$ cat src/rtl/ipv6p_pkg.sv
`default_nettype none

package ipv6p_pkg;

    localparam int CHAR_W        = 8;
    localparam int GROUP_W       = 16;
    localparam int NUM_GROUPS    = 8;
    localparam int GROUP_IDX_W   = 3;
    localparam int GROUP_CNT_W   = 4;
    localparam int ADDR_W        = 64;
    localparam int OCTET_W       = 8;
    localparam int DIGIT_CNT_W   = 3;

    typedef logic [CHAR_W-1:0]  char_t;
    typedef logic [GROUP_W-1:0] group_t;
    typedef logic [ADDR_W-1:0]  addr_half_t;
    typedef logic [OCTET_W-1:0] octet_t;

    localparam char_t CHAR_COLON  = 8'h3a;
    localparam char_t CHAR_DOT    = 8'h2e;
    localparam char_t CHAR_ZERO   = 8'h30;
    localparam char_t CHAR_NINE   = 8'h39;
    localparam char_t CHAR_LOW_A  = 8'h61;
    localparam char_t CHAR_LOW_F  = 8'h66;
    localparam char_t CHAR_UP_A   = 8'h41;
    localparam char_t CHAR_UP_F   = 8'h46;

    localparam logic [4:0] HEX_NONE       = 5'd16;
    localparam logic [4:0] HEX_DEC_MAX    = 5'd9;
    localparam logic [DIGIT_CNT_W-1:0] MAX_HEX_DIGITS = 3'd4;
    localparam logic [GROUP_CNT_W-1:0] DOTTED_MAX_GROUPS = 4'd6;
    localparam logic [GROUP_CNT_W-1:0] ALL_GROUPS = 4'd8;
    localparam logic [11:0] OCTET_MAX = 12'd255;

    // value of a hex digit, or HEX_NONE for any other character
    function automatic logic [4:0] hex_of(input char_t c);
        logic [4:0] d;
        d = HEX_NONE;
        if (c >= CHAR_ZERO && c <= CHAR_NINE)
        begin
            d = 5'(c - CHAR_ZERO);
        end
        else if (c >= CHAR_LOW_A && c <= CHAR_LOW_F)
        begin
            d = 5'(c - CHAR_LOW_A) + 5'd10;
        end
        else if (c >= CHAR_UP_A && c <= CHAR_UP_F)
        begin
            d = 5'(c - CHAR_UP_A) + 5'd10;
        end
        return d;
    endfunction

endpackage

`default_nettype wire

$ cat src/rtl/ipv6p_if.sv
`default_nettype none

interface ipv6p_text_if;
    import ipv6p_pkg::*;

    logic  valid;
    logic  ready;
    char_t char_code;
    logic  has_char;
    logic  last;

    modport source (output valid, output char_code, output has_char, output last,
                    input ready);
    modport sink   (input valid, input char_code, input has_char, input last,
                    output ready);
endinterface

interface ipv6p_result_if;
    import ipv6p_pkg::*;

    logic       valid;
    logic       ready;
    addr_half_t addr_high;
    addr_half_t addr_low;
    logic       invalid;

    modport source (output valid, output addr_high, output addr_low, output invalid,
                    input ready);
    modport sink   (input valid, input addr_high, input addr_low, input invalid,
                    output ready);
endinterface

`default_nettype wire

$ cat src/rtl/ipv6_address_text_parser_top.sv
// the result of a string is registered and valid in the cycle after its last character is accepted
// throughput: one character per cycle while the result is not stalled, set by the parser state update
// a new character is taken while a finished result waits, unless the result is stalled
// reset: asynchronous, active low; clears the parser control state and the result valid flag
`default_nettype none

module ipv6_address_text_parser_top (
    input  wire logic          clk,
    input  wire logic          rst_n,
    ipv6p_text_if.sink         text,
    ipv6p_result_if.source     result
);
    import ipv6p_pkg::*;

    group_t                   group_reg [NUM_GROUPS];
    logic [GROUP_CNT_W-1:0]   groups_reg;
    logic [GROUP_CNT_W-1:0]   zr_at_reg;
    logic                     zr_seen_reg;
    group_t                   tok_val_reg;
    logic [DIGIT_CNT_W-1:0]   tok_digits_reg;
    logic                     dotted_reg;
    logic [1:0]               octet_num_reg;
    octet_t                   octet_val_reg;
    octet_t                   octets_reg [3];
    logic                     prev_colon_reg;
    logic                     not_dec_reg;
    logic                     failed_reg;

    group_t                   group_next [NUM_GROUPS];
    logic [GROUP_CNT_W-1:0]   groups_next;
    logic [GROUP_CNT_W-1:0]   zr_at_next;
    logic                     zr_seen_next;
    group_t                   tok_val_next;
    logic [DIGIT_CNT_W-1:0]   tok_digits_next;
    logic                     dotted_next;
    logic [1:0]               octet_num_next;
    octet_t                   octet_val_next;
    octet_t                   octets_next [3];
    logic                     prev_colon_next;
    logic                     not_dec_next;
    logic                     failed_next;

    logic                     res_valid_reg;
    addr_half_t               res_high_reg;
    addr_half_t               res_low_reg;
    logic                     res_invalid_reg;
    addr_half_t               res_high_next;
    addr_half_t               res_low_next;
    logic                     res_invalid_next;

    logic                     accept;

    assign text.ready = !res_valid_reg || result.ready;
    assign accept     = text.valid && text.ready;

    always_comb
    begin
        logic [4:0]             hex;
        logic [3:0]             dig;
        logic [11:0]            ov;
        logic [9:0]             dec;
        group_t                 fg [NUM_GROUPS];
        group_t                 w [NUM_GROUPS];
        logic [GROUP_CNT_W-1:0] g;
        logic [GROUP_CNT_W-1:0] after;
        logic                   f_failed;
        logic [GROUP_IDX_W-1:0] src;

        for (int i = 0; i < NUM_GROUPS; i++)
        begin
            group_next[i] = group_reg[i];
        end
        for (int i = 0; i < 3; i++)
        begin
            octets_next[i] = octets_reg[i];
        end
        groups_next     = groups_reg;
        zr_at_next      = zr_at_reg;
        zr_seen_next    = zr_seen_reg;
        tok_val_next    = tok_val_reg;
        tok_digits_next = tok_digits_reg;
        dotted_next     = dotted_reg;
        octet_num_next  = octet_num_reg;
        octet_val_next  = octet_val_reg;
        prev_colon_next = prev_colon_reg;
        not_dec_next    = not_dec_reg;
        failed_next     = failed_reg;

        hex = hex_of(text.char_code);
        dig = text.char_code[3:0];
        ov  = 12'(octet_val_reg) * 12'd10 + 12'(dig);
        // token nibbles as decimal digits, last digit in the low nibble
        unique case (tok_digits_reg)
            3'd1:    dec = 10'(tok_val_reg[3:0]);
            3'd2:    dec = 10'(tok_val_reg[7:4]) * 10'd10 + 10'(tok_val_reg[3:0]);
            3'd3:    dec = 10'(tok_val_reg[11:8]) * 10'd100
                         + 10'(tok_val_reg[7:4]) * 10'd10 + 10'(tok_val_reg[3:0]);
            default: dec = 10'd1023;
        endcase

        if (accept && text.has_char && !failed_reg)
        begin
            if (dotted_reg)
            begin
                if (text.char_code >= CHAR_ZERO && text.char_code <= CHAR_NINE)
                begin
                    if ((tok_digits_reg != '0 && octet_val_reg == '0) || ov > OCTET_MAX)
                    begin
                        failed_next = 1'b1;
                    end
                    else
                    begin
                        octet_val_next  = ov[7:0];
                        tok_digits_next = 3'd1;
                    end
                end
                else if (text.char_code == CHAR_DOT)
                begin
                    if (tok_digits_reg == '0 || octet_num_reg == 2'd3)
                    begin
                        failed_next = 1'b1;
                    end
                    else
                    begin
                        if (octet_num_reg == 2'd1)
                        begin
                            octets_next[1] = octet_val_reg;
                        end
                        else
                        begin
                            octets_next[2] = octet_val_reg;
                        end
                        octet_num_next  = octet_num_reg + 2'd1;
                        octet_val_next  = '0;
                        tok_digits_next = '0;
                    end
                end
                else
                begin
                    failed_next = 1'b1;
                end
            end
            else if (hex != HEX_NONE)
            begin
                if ((prev_colon_reg && groups_reg == '0 && !zr_seen_reg)
                    || tok_digits_reg >= MAX_HEX_DIGITS)
                begin
                    failed_next = 1'b1;
                end
                else
                begin
                    tok_val_next    = {tok_val_reg[11:0], hex[3:0]};
                    tok_digits_next = tok_digits_reg + 3'd1;
                    if (hex > HEX_DEC_MAX)
                    begin
                        not_dec_next = 1'b1;
                    end
                    prev_colon_next = 1'b0;
                end
            end
            else if (text.char_code == CHAR_COLON)
            begin
                if (prev_colon_reg)
                begin
                    if (zr_seen_reg)
                    begin
                        failed_next = 1'b1;
                    end
                    else
                    begin
                        zr_seen_next = 1'b1;
                        zr_at_next   = groups_reg;
                    end
                end
                else
                begin
                    if (tok_digits_reg != '0)
                    begin
                        if (groups_reg >= ALL_GROUPS)
                        begin
                            failed_next = 1'b1;
                        end
                        else
                        begin
                            group_next[groups_reg[GROUP_IDX_W-1:0]] = tok_val_reg;
                            groups_next = groups_reg + 4'd1;
                        end
                        tok_val_next    = '0;
                        tok_digits_next = '0;
                        not_dec_next    = 1'b0;
                    end
                    prev_colon_next = 1'b1;
                end
            end
            else if (text.char_code == CHAR_DOT)
            begin
                if (tok_digits_reg == '0 || not_dec_reg || groups_reg > DOTTED_MAX_GROUPS
                    || dec > 10'(OCTET_MAX)
                    || (tok_digits_reg >= 3'd2 && tok_digits_reg == 3'd2
                        && tok_val_reg[7:4] == '0)
                    || (tok_digits_reg == 3'd3 && tok_val_reg[11:8] == '0))
                begin
                    failed_next = 1'b1;
                end
                else
                begin
                    octets_next[0]  = dec[7:0];
                    dotted_next     = 1'b1;
                    octet_num_next  = 2'd1;
                    octet_val_next  = '0;
                    tok_digits_next = '0;
                    tok_val_next    = '0;
                    prev_colon_next = 1'b0;
                end
            end
            else
            begin
                failed_next = 1'b1;
            end
        end

        // end of string: close the last token and expand the zero run
        for (int i = 0; i < NUM_GROUPS; i++)
        begin
            fg[i] = group_next[i];
            w[i]  = '0;
        end
        g        = groups_next;
        f_failed = failed_next;
        after    = '0;
        src      = '0;
        if (!f_failed)
        begin
            if (dotted_next)
            begin
                if (octet_num_next == 2'd3 && tok_digits_next != '0)
                begin
                    fg[g[GROUP_IDX_W-1:0]]        = {octets_next[0], octets_next[1]};
                    fg[g[GROUP_IDX_W-1:0] + 3'd1] = {octets_next[2], octet_val_next};
                    g = g + 4'd2;
                end
                else
                begin
                    f_failed = 1'b1;
                end
            end
            else if (tok_digits_next != '0)
            begin
                if (g >= ALL_GROUPS)
                begin
                    f_failed = 1'b1;
                end
                else
                begin
                    fg[g[GROUP_IDX_W-1:0]] = tok_val_next;
                    g = g + 4'd1;
                end
            end
            else if (!(prev_colon_next && zr_seen_next && zr_at_next == g))
            begin
                f_failed = 1'b1;
            end
        end
        if (!f_failed)
        begin
            if (zr_seen_next)
            begin
                if (g >= ALL_GROUPS || zr_at_next > g)
                begin
                    f_failed = 1'b1;
                end
                else
                begin
                    after = g - zr_at_next;
                    for (int i = 0; i < NUM_GROUPS; i++)
                    begin
                        // groups after the run are right-aligned
                        src = GROUP_IDX_W'(i) + g[GROUP_IDX_W-1:0];
                        if (GROUP_CNT_W'(i) < zr_at_next)
                        begin
                            w[i] = fg[i];
                        end
                        else if (GROUP_CNT_W'(i) >= ALL_GROUPS - after)
                        begin
                            w[i] = fg[src];
                        end
                    end
                end
            end
            else if (g != ALL_GROUPS)
            begin
                f_failed = 1'b1;
            end
            else
            begin
                for (int i = 0; i < NUM_GROUPS; i++)
                begin
                    w[i] = fg[i];
                end
            end
        end
        if (f_failed)
        begin
            for (int i = 0; i < NUM_GROUPS; i++)
            begin
                w[i] = '0;
            end
        end
        res_high_next    = {w[0], w[1], w[2], w[3]};
        res_low_next     = {w[4], w[5], w[6], w[7]};
        res_invalid_next = f_failed;

        if (accept && text.last)
        begin
            groups_next     = '0;
            zr_at_next      = '0;
            zr_seen_next    = 1'b0;
            tok_val_next    = '0;
            tok_digits_next = '0;
            dotted_next     = 1'b0;
            octet_num_next  = '0;
            octet_val_next  = '0;
            prev_colon_next = 1'b0;
            not_dec_next    = 1'b0;
            failed_next     = 1'b0;
        end
    end

    // group store and octet bytes are read only after being written in the same string
    always_ff @(posedge clk)
    begin
        for (int i = 0; i < NUM_GROUPS; i++)
        begin
            group_reg[i] <= group_next[i];
        end
        for (int i = 0; i < 3; i++)
        begin
            octets_reg[i] <= octets_next[i];
        end
    end

    always_ff @(posedge clk or negedge rst_n)
    begin
        if (!rst_n)
        begin
            groups_reg     <= '0;
            zr_at_reg      <= '0;
            zr_seen_reg    <= 1'b0;
            tok_val_reg    <= '0;
            tok_digits_reg <= '0;
            dotted_reg     <= 1'b0;
            octet_num_reg  <= '0;
            octet_val_reg  <= '0;
            prev_colon_reg <= 1'b0;
            not_dec_reg    <= 1'b0;
            failed_reg     <= 1'b0;
        end
        else
        begin
            groups_reg     <= groups_next;
            zr_at_reg      <= zr_at_next;
            zr_seen_reg    <= zr_seen_next;
            tok_val_reg    <= tok_val_next;
            tok_digits_reg <= tok_digits_next;
            dotted_reg     <= dotted_next;
            octet_num_reg  <= octet_num_next;
            octet_val_reg  <= octet_val_next;
            prev_colon_reg <= prev_colon_next;
            not_dec_reg    <= not_dec_next;
            failed_reg     <= failed_next;
        end
    end

    always_ff @(posedge clk or negedge rst_n)
    begin
        if (!rst_n)
        begin
            res_valid_reg <= 1'b0;
        end
        else if (accept && text.last)
        begin
            res_valid_reg <= 1'b1;
        end
        else if (result.ready)
        begin
            res_valid_reg <= 1'b0;
        end
    end

    always_ff @(posedge clk)
    begin
        if (accept && text.last)
        begin
            res_high_reg    <= res_high_next;
            res_low_reg     <= res_low_next;
            res_invalid_reg <= res_invalid_next;
        end
    end

    assign result.valid     = res_valid_reg;
    assign result.addr_high = res_high_reg;
    assign result.addr_low  = res_low_reg;
    assign result.invalid   = res_invalid_reg;

endmodule

`default_nettype wire

$ cat src/flat_wrapper.sv
// flat-port wrapper written by rule: the top's interface ports become plain ports
module ipv6_address_text_parser_top_flat import ipv6p_pkg::*;
  (clk, rst_n, text_valid, text_char_code, text_has_char, text_last, text_ready, result_valid, result_addr_high, result_addr_low, result_invalid, result_ready);
  ipv6p_text_if text_i ();
  ipv6p_result_if result_i ();
  input  wire logic clk;
  input  wire logic rst_n;
  input wire logic [$bits(text_i.valid)-1:0] text_valid;
  input wire logic [$bits(text_i.char_code)-1:0] text_char_code;
  input wire logic [$bits(text_i.has_char)-1:0] text_has_char;
  input wire logic [$bits(text_i.last)-1:0] text_last;
  output wire logic [$bits(text_i.ready)-1:0] text_ready;
  output wire logic [$bits(result_i.valid)-1:0] result_valid;
  output wire logic [$bits(result_i.addr_high)-1:0] result_addr_high;
  output wire logic [$bits(result_i.addr_low)-1:0] result_addr_low;
  output wire logic [$bits(result_i.invalid)-1:0] result_invalid;
  input wire logic [$bits(result_i.ready)-1:0] result_ready;
  assign text_i.valid = text_valid;
  assign text_i.char_code = text_char_code;
  assign text_i.has_char = text_has_char;
  assign text_i.last = text_last;
  assign text_ready = text_i.ready;
  assign result_valid = result_i.valid;
  assign result_addr_high = result_i.addr_high;
  assign result_addr_low = result_i.addr_low;
  assign result_invalid = result_i.invalid;
  assign result_i.ready = result_ready;
  ipv6_address_text_parser_top u_core (.clk(clk), .rst_n(rst_n), .text(text_i), .result(result_i));
endmodule
$ cat config.mk
export PLATFORM = sky130hd
export DESIGN_NAME = ipv6_address_text_parser_top_flat
export DESIGN_NICKNAME = d
export VERILOG_FILES = /design/src/rtl/ipv6p_pkg.sv /design/src/rtl/ipv6p_if.sv /design/src/rtl/ipv6_address_text_parser_top.sv /design/src/flat_wrapper.sv
export SDC_FILE = /design/constraint.sdc
export NUM_CORES = 1
export LEC_CHECK = 0
export ABC_CLOCK_PERIOD_IN_PS = 9100
export BUFFER_PORTS_ARGS = -buffer_cell sky130_fd_sc_hd__buf_2
export CELL_PAD_IN_SITES_DETAIL_PLACEMENT = 1
export CELL_PAD_IN_SITES_GLOBAL_PLACEMENT = 1
export CORE_ASPECT_RATIO = 0.7
export CORE_MARGIN = 10
export CORE_UTILIZATION = 40
export CTS_CLUSTER_SIZE = 10
export DETAILED_ROUTE_END_ITERATION = 6
export PLACE_DENSITY_LB_ADDON = 0.1
export SETUP_SLACK_MARGIN = 0.1
export SLEW_MARGIN = 40
export SYNTH_ARGS = -nofsm -noshare
export SYNTH_HDL_FRONTEND = slang
export SYNTH_SLANG_ARGS = --single-unit
export TNS_END_PERCENT = 20
$ cat constraint.sdc
create_clock -name clk -period 9.1 [get_ports clk]
set_input_delay 1.365 -clock clk [delete_from_list [all_inputs] [get_ports clk]]
set_output_delay 1.365 -clock clk [all_outputs]
set_load 0.05 [all_outputs]
==> results of run 1 <==
[worst max path at each step]
stage	from	to	slack [ns]	depth (start not counted)
2_1_floorplan	u_core.tok_val_reg[5]$_DFF_PN0_	u_core.result.addr_low[16]$_SDFFCE_PP0P_	1.34	32
3_3_place_gp	u_core.tok_val_reg[5]$_DFF_PN0_	u_core.result.addr_low[24]$_SDFFCE_PP0P_	0.56	28
3_5_place_dp	u_core.tok_val_reg[5]$_DFF_PN0_	u_core.result.addr_low[24]$_SDFFCE_PP0P_	0.39	28
4_1_cts	u_core.tok_val_reg[5]$_DFF_PN0_	u_core.result.addr_low[24]$_SDFFCE_PP0P_	0.30	28
5_1_grt	u_core.tok_val_reg[5]$_DFF_PN0_	u_core.result.addr_high[10]$_SDFFCE_PP0P_	0.13	23
6_report	u_core.tok_val_reg[5]$_DFF_PN0_	u_core.result.addr_high[10]$_SDFFCE_PP0P_	0.37	25
[power by group]
part / switching [mW] / internal (mW)
Sequential: 0.0228 / 1.53
Combinational: 0.945 / 0.366
Clock: 0.742 / 0.933
[layout make-up]
class,count,share of cell area [%]
Sequential cell,324,26.26
Tap cell,880,3.618
Clock buffer,67,3.963
Multi-Input combinational cell,2197,54.66
Clock inverter,7,0.2384
Antenna cell,6,0.04933
Timing Repair Buffer,403,8.974
Inverter,181,2.232
[stage by stage]
stage / instance area [um2] / util, % / total power, mW
floorplan: 26260 / - / 2.383
global placement: 28930 / 44.58 / 2.801
detailed placement: 29060 / 44.77 / 2.818
CTS: 30340 / 46.74 / 4.463
global route: 30430 / 46.88 / 4.618
finish: 30440 / 46.90 / 4.541
[per-layer routing]
layer	GRT usage [%]	up-vias
met5	1.365	-
met1	53.27	14930
met3	17.16	367
met2	51.29	2255
li1	-	11750
met4	12.50	12
[kinds of logic after synthesis]
group                      Yosys count  share of synthesized area [%]
AOI/OAI and AO/OA                  933                          26.72
and+or+nand+nor                    774                          14.61
buffers and inverters              427                          7.181
muxes                              379                          15.92
DFF                                324                          30.44
adders and majority gates           78                          4.003
xor gates and xnor gates            33                          1.129
[timing repair]
| action | in CTS | in global routing |
|---|---|---|
| endpoints found under the setup margin | 0 | 7 |
| hold buffers | 0 | 0 |
| resized for setup | 0 | 3 |
[worst max-delay path: stages, from the launching register on]
cell       delay, ns
dfrtp_1         0.38
ha_1            0.33
ha_1            0.21
fa_1            0.44
xor2_1          0.35
ha_1            0.31
ha_1            0.38
nand2_1         0.13
o2111a_1        0.27
or4_1           0.61
o2111a_1        0.38
o41ai_1         0.56
o21ai_2         0.21
o211a_4         0.29
nor2_1          0.24
a221o_2         0.23
inv_2           0.04
ha_1            0.21
fa_1            0.42
a31oi_1         0.19
a31oi_1         0.08
a211oi_2        0.26
nand3_1         0.21
nor2_2          0.37
nand2_1         0.63
o2bb2ai_1       0.67
[cell usage after synthesis (all sizes together) (15+ instances only)]
cell | count | share of area (%)
a31oi | 16 | 0.38
edfxtp | 129 | 15
nand2 | 237 | 3.4
o21ai | 113 | 2.2
inv | 179 | 2.6
nand3 | 60 | 1.2
buf | 129 | 2.9
a21oi | 162 | 3.2
nor2 | 212 | 3.2
o2bb2ai | 26 | 0.87
mux2i | 298 | 11
a221oi | 92 | 3.3
clkbuf | 117 | 1.7
ha | 68 | 3.2
nor3 | 70 | 1.5
nor4 | 37 | 1.1
o221ai | 24 | 0.80
a221o | 40 | 1.5
a21o | 27 | 0.78
mux2 | 57 | 2.5
xnor2 | 19 | 0.66
dfrtp | 43 | 4.1
o22ai | 45 | 1.1
nor2b | 29 | 0.69
o211ai | 28 | 0.82
a211o | 19 | 0.63
and3 | 21 | 0.50
a211oi | 124 | 3.8
a32oi | 25 | 0.86
and2 | 16 | 0.38
dfxtp | 152 | 12
a22oi | 55 | 1.6
mux4 | 24 | 2.1
a2111oi | 48 | 1.7
nand4 | 15 | 0.38
or3 | 21 | 0.52
==> summary.txt, run 1 <==
dpl cells: 3984
gr usage total: 38.26%
Core Rows: 78
grt ovf: 0
die area: 76450 um2
min Tclk post-route: 8.732 ns
I/O pins: 145
worst hold path depth: 2
Endpoint, Worst Hold: u_core.group_reg[0][4]$_DFF_P_
setup TNS: 0 ns
WP data arrival: 9.06 ns
commonest cells after routing, fill and taps aside: 289 x mux2i_1, 249 x buf_4, 233 x nand2_1
worst slew pin tran: 0.9026 ns
drt pass-1 iters: 6
Max VDD drop: 0.1662 mV
antenna viol nets, final: 0
Largest register FFs: 128
Post-synth EDFFs: 129
M1 WL: 64870 um
cts bufs inserted: 41
crit path max fanout: 21
routed wl met2: 58390 um
CTS tree: done
depth of the CTS H-tree: 2
max cap viols: 0
status: finished clean
Synth Flop Type: dfxtp_1
R2R Setup Slk: 0.37 ns
post-CTS setup buffers: 0
ys async rst share: 13.27%
first-pass GRT wire length: 213200 um
pin count of the biggest net entering global routing: 120
power per cell area: 149.2 nW/um2
area occupied by multi-input gates: 16640 um2
met3 WL: 24280 um
startpoint types: register
Die W: 326.2 um
insertion delay to the later sink of the worst-skew pair: 0.61 ns
initial core utilization: 40.46%
Clock Path Buffers: 3
RD Place Congestion: 1.041
Tcrit/Tclk final: 95.96%
FF+latch area: 7994 um2
R2R cell count: 25
Yosys Warn Count: 0
Crit path required time: 9.43 ns
Yosys reg bits: 324
highest clock rate: 114.5 MHz
worst r2r dst: u_core.result.addr_high[10]$_SDFFCE_PP0P_
total clock sinks: 324
mean routed wirelength per cell: 37.72 um
share of layout cells above drive strength 1: 21.08%
Layout Nets: 3240
sequential cell area fraction in the yosys report: 30.44%
commonest non-fill, non-tap cell in the layout: mux2i_1
Fillers: 7539
Slew Limit Fails: 0
Final Setup Violations: 0
Post-Route WL: 153300 um
Reg-to-Reg Start: u_core.tok_val_reg[5]$_DFF_PN0_
Final Non-Filler Cells: 4065
vias in the first global route: 28050
hold_ws: 0.4739 ns
Top Layer Used: met5
core region area: 64900 um2
critical path class: reg2reg
Mapped Avg Cell Area: 8.907 um2
count of final hold-check violations: 0
DRC viols: 0
PortBufs: 144
hold_sp: u_core.group_reg[0][4]$_DFF_P_
Static Leak: 13.05 nW
Slew headroom: 38.10%
unrepaired setup endpoints after global routing: false
cell count after synthesis: 2948
Hold Crit Class: reg2reg
Die H: 234.4 um
Unique masters post-synth: 124
CTS root buffer: clkbuf_16
Mapped Area: 26260 um2
initial antenna violation count: 16
clock transition at the registers of the reported paths: 0.06 ns
Place WS: 0.3901 ns
Critical Path End Type: register
hpwl dp: 119400 um
Syn-to-layout area delta: 15.92%
routed vias: 29310
Starting DRT DRC Count: 4508
Worst Clk Skew: 0.02545 ns
post-route worst setup slack: 0.3680 ns
syn_nets: 3040
Via density: 7.211
No activity file was read; power rests on OpenSTA's default activity.
==> run 2, diff against run 1 <==
--- a/config.mk
+++ b/config.mk
@@ -11,7 +11,7 @@
 export CELL_PAD_IN_SITES_GLOBAL_PLACEMENT = 1
 export CORE_ASPECT_RATIO = 0.7
 export CORE_MARGIN = 10
-export CORE_UTILIZATION = 40
+export CORE_UTILIZATION = 45
 export CTS_CLUSTER_SIZE = 10
 export DETAILED_ROUTE_END_ITERATION = 6
 export PLACE_DENSITY_LB_ADDON = 0.1
==> run 2 against run 1 <==
Effect of this change:
- non-clock buffer count fell by 22
- worst hold slack got worse by 0.0060 ns
- via count fell by 1.2%
- core utilization rose by 5.4 points
- power fell by 2.8%
- critical path depth fell by 3
- final cell count fell by 3.8%
- critical path type unchanged
- critical endpoint is now u_core.result.addr_low[12]$_SDFFCE_PP0P_
- largest power group unchanged
==> summary.txt, run 2 (synthesis results as in run 1) <==
status: finished clean (unchanged)
min Tclk post-route: 8.639 ns (was 8.732 ns)
grt ovf: 0 (unchanged)
Place WS: 0.6498 ns (was 0.3901 ns)
Final Setup Violations: 0 (unchanged)
dpl cells: 3829 (was 3984)
Layout Nets: 3218 (was 3240)
vias in the first global route: 28230 (was 28050)
antenna viol nets, final: 0 (unchanged)
DRC viols: 0 (unchanged)
pin count of the biggest net entering global routing: 112 (was 120)
setup TNS: 0 ns (unchanged)
Worst Path Buf+Inv: 3 (was 1)
Clock Path Buffers: 3 (unchanged)
commonest non-fill, non-tap cell in the layout: mux2i_1 (unchanged)
Critical Path End Type: register (unchanged)
crit path max fanout: 35 (was 21)
CTS root buffer: clkbuf_16 (unchanged)
drt pass-1 iters: 6 (unchanged)
mean routed wirelength per cell: 36.14 um (was 37.72 um)
cts hold-fix bufs: 0 (unchanged)
Reg-to-Reg Start: u_core.tok_val_reg[5]$_DFF_PN0_ (unchanged)
CTS tree: done (unchanged)
Worst Clk Skew: 0.03172 ns (was 0.02545 ns)
total clock sinks: 324 (unchanged)
Via density: 7.404 (was 7.211)
Crit path required time: 9.54 ns (was 9.43 ns)
Tcrit/Tclk final: 94.93% (was 95.96%)
Slew Limit Fails: 0 (unchanged)
post-route worst setup slack: 0.4614 ns (was 0.3680 ns)
Post-Route WL: 141300 um (was 153300 um)
RD Place Congestion: 1.082 (was 1.041)
I/O pins: 145 (unchanged)
CP dominant cell by count: ha_1 (unchanged)
routed vias: 28950 (was 29310)
post-CTS setup buffers: 0 (unchanged)
commonest cells after routing, fill and taps aside: 294 x mux2i_1, 231 x nand2_1, 221 x buf_4 (was 289 x mux2i_1, 249 x buf_4, 233 x nand2_1)
worst slew pin tran: 0.9860 ns (was 0.9026 ns)
Endpoint, Worst Hold: u_core.group_reg[0][4]$_DFF_P_ (unchanged)
Slew headroom: 33.57% (was 38.10%)
Static Leak: 12.90 nW (was 13.05 nW)
insertion delay to the later sink of the worst-skew pair: 0.60 ns (was 0.61 ns)
clock transition at the registers of the reported paths: 0.06 ns (about the same)
Final Non-Filler Cells: 3910 (was 4065)
post_cts resized: 0 (unchanged)
cts bufs inserted: 41 (unchanged)
hpwl dp: 109000 um (was 119400 um)
Die H: 222.1 um (was 234.4 um)
critical path class: reg2reg (unchanged)
first-pass GRT wire length: 201500 um (was 213200 um)
Core Rows: 73 (was 78)
Hold Crit Class: reg2reg (unchanged)
worst r2r dst: u_core.result.addr_low[12]$_SDFFCE_PP0P_ (was u_core.result.addr_high[10]$_SDFFCE_PP0P_)
power per cell area: 147.2 nW/um2 (was 149.2 nW/um2)
max cap viols: 0 (unchanged)
hold_sp: u_core.group_reg[0][4]$_DFF_P_ (unchanged)
worst hold path depth: 2 (unchanged)
unrepaired setup endpoints after global routing: false (unchanged)
WP data arrival: 9.08 ns (was 9.06 ns)
crit path cell chain: ha_1 -> ha_1 -> fa_1 -> xor2_1 -> ha_1 -> ha_1 -> a21oi_1 -> o32ai_1 -> or4_1 -> a31oi_1 -> o31a_1 -> nand2_1 -> a221oi_2 -> o22ai_1 -> a221o_2 -> inv_2 -> buf_4 -> nand4b_1 -> nand2_1 -> a32oi_1 -> a211oi_1 -> buf_4
CP top delay family: compound AO/OA/AOI/OAI gates (unchanged)
startpoint types: register (unchanged)
CP max stage cell: nand2_1 (was o2bb2ai_1)
Starting DRT DRC Count: 4576 (was 4508)
R2R cell count: 22 (was 25)
depth of the CTS H-tree: 2 (unchanged)
Largest register FFs: 128 (unchanged)
Die W: 308.7 um (was 326.2 um)
hold_ws: 0.4679 ns (was 0.4739 ns)
die area: 68560 um2 (was 76450 um2)
share of layout cells above drive strength 1: 20.02% (was 21.08%)
CP peak stage delay: 0.82 ns (was 0.67 ns)
R2R Setup Slk: 0.46 ns (was 0.37 ns)
PortBufs: 144 (unchanged)
initial core utilization: 45.85% (was 40.46%)
count of final hold-check violations: 0 (unchanged)
Max VDD drop: 0.1407 mV (was 0.1662 mV)
highest clock rate: 115.8 MHz (was 114.5 MHz)
gr usage total: 39.44% (was 38.26%)
initial antenna violation count: 11 (was 16)
core region area: 57270 um2 (was 64900 um2)
Syn-to-layout area delta: 14.12% (was 15.92%)
==> run 2: cell types whose count changed in the layout (fill, tap and decap cells not counted), moves of 3 or more <==
cell and change:
diode_2 -3, nor2b_2 -4, clkbuf_2 +3, nor2b_1 +4, buf_1 +3, buf_4 -28, buf_12 -3, mux2i_2 -5
buf_6 +3, o21ai_1 -3, mux2i_1 +5, nor2_2 -3
==> run 2: worst max-delay path by stage <==
| stage | slack, ns | startpoint | endpoint | cells past startpoint |
|---|---|---|---|---|
| 2_1_floorplan | 1.34 | u_core.tok_val_reg[5]$_DFF_PN0_ | u_core.result.addr_low[16]$_SDFFCE_PP0P_ | 32 |
| 3_3_place_gp | 0.43 | text_char_code[0] | u_core.result.addr_low[8]$_SDFFCE_PP0P_ | 21 |
| 3_5_place_dp | 0.65 | text_char_code[0] | u_core.result.addr_low[12]$_SDFFCE_PP0P_ | 22 |
| 4_1_cts | 0.78 | u_core.tok_val_reg[5]$_DFF_PN0_ | u_core.result.addr_low[24]$_SDFFCE_PP0P_ | 29 |
| 5_1_grt | 0.24 | u_core.tok_val_reg[5]$_DFF_PN0_ | u_core.result.addr_high[56]$_SDFFCE_PP0P_ | 21 |
| 6_report | 0.46 | u_core.tok_val_reg[5]$_DFF_PN0_ | u_core.result.addr_low[12]$_SDFFCE_PP0P_ | 22 |
==> run 2: cell type report <==
type	instances	area [um2]
fill	6696	27300
multi-input combinational	2197	16590
sequential	324	7993
timing repair buffer	381	2506
clock buffer	66	1181
tap	750	938.4
inverter	181	679.4
clock inverter	8	71.32
antenna	3	7.507
==> run 2: worst min-delay path: cells and delay by family, from the launching register on <==
| family | cells | cell delay (ns) |
|---|---|---|
| flip-flops | 1 | 0.30 |
| AND/OR/NAND/NOR | 2 | 0.13 |
==> run 2: metal layers <==
metal	track usage [%]	up-vias	wire length [um]
met2	52.72	2321	54600
met5	0	-	81
li1	-	11720	-
met4	14.29	12	5762
met3	16.16	409	22390
met1	55.39	14490	58460
==> run 2: through the flow <==
step / instance area (um2) / util, % / total power [mW]
3_3_place_gp: 28460 / 49.70 / 2.726
3_5_place_dp: 28610 / 49.95 / 2.755
4_1_cts: 29860 / 52.14 / 4.348
2_1_floorplan: 26260 / - / 2.383
5_1_grt: 29960 / 52.31 / 4.504
6_report: 29970 / 52.32 / 4.412
==> run 2: report_power, final <==
| group | leakage [nW] | switching, mW | internal [mW] |
|---|---|---|---|
| Clock | 0.609 | 0.728 | 0.893 |
| Combinational | 9.23 | 0.888 | 0.359 |
| Sequential | 3.06 | 0.0126 | 1.53 |
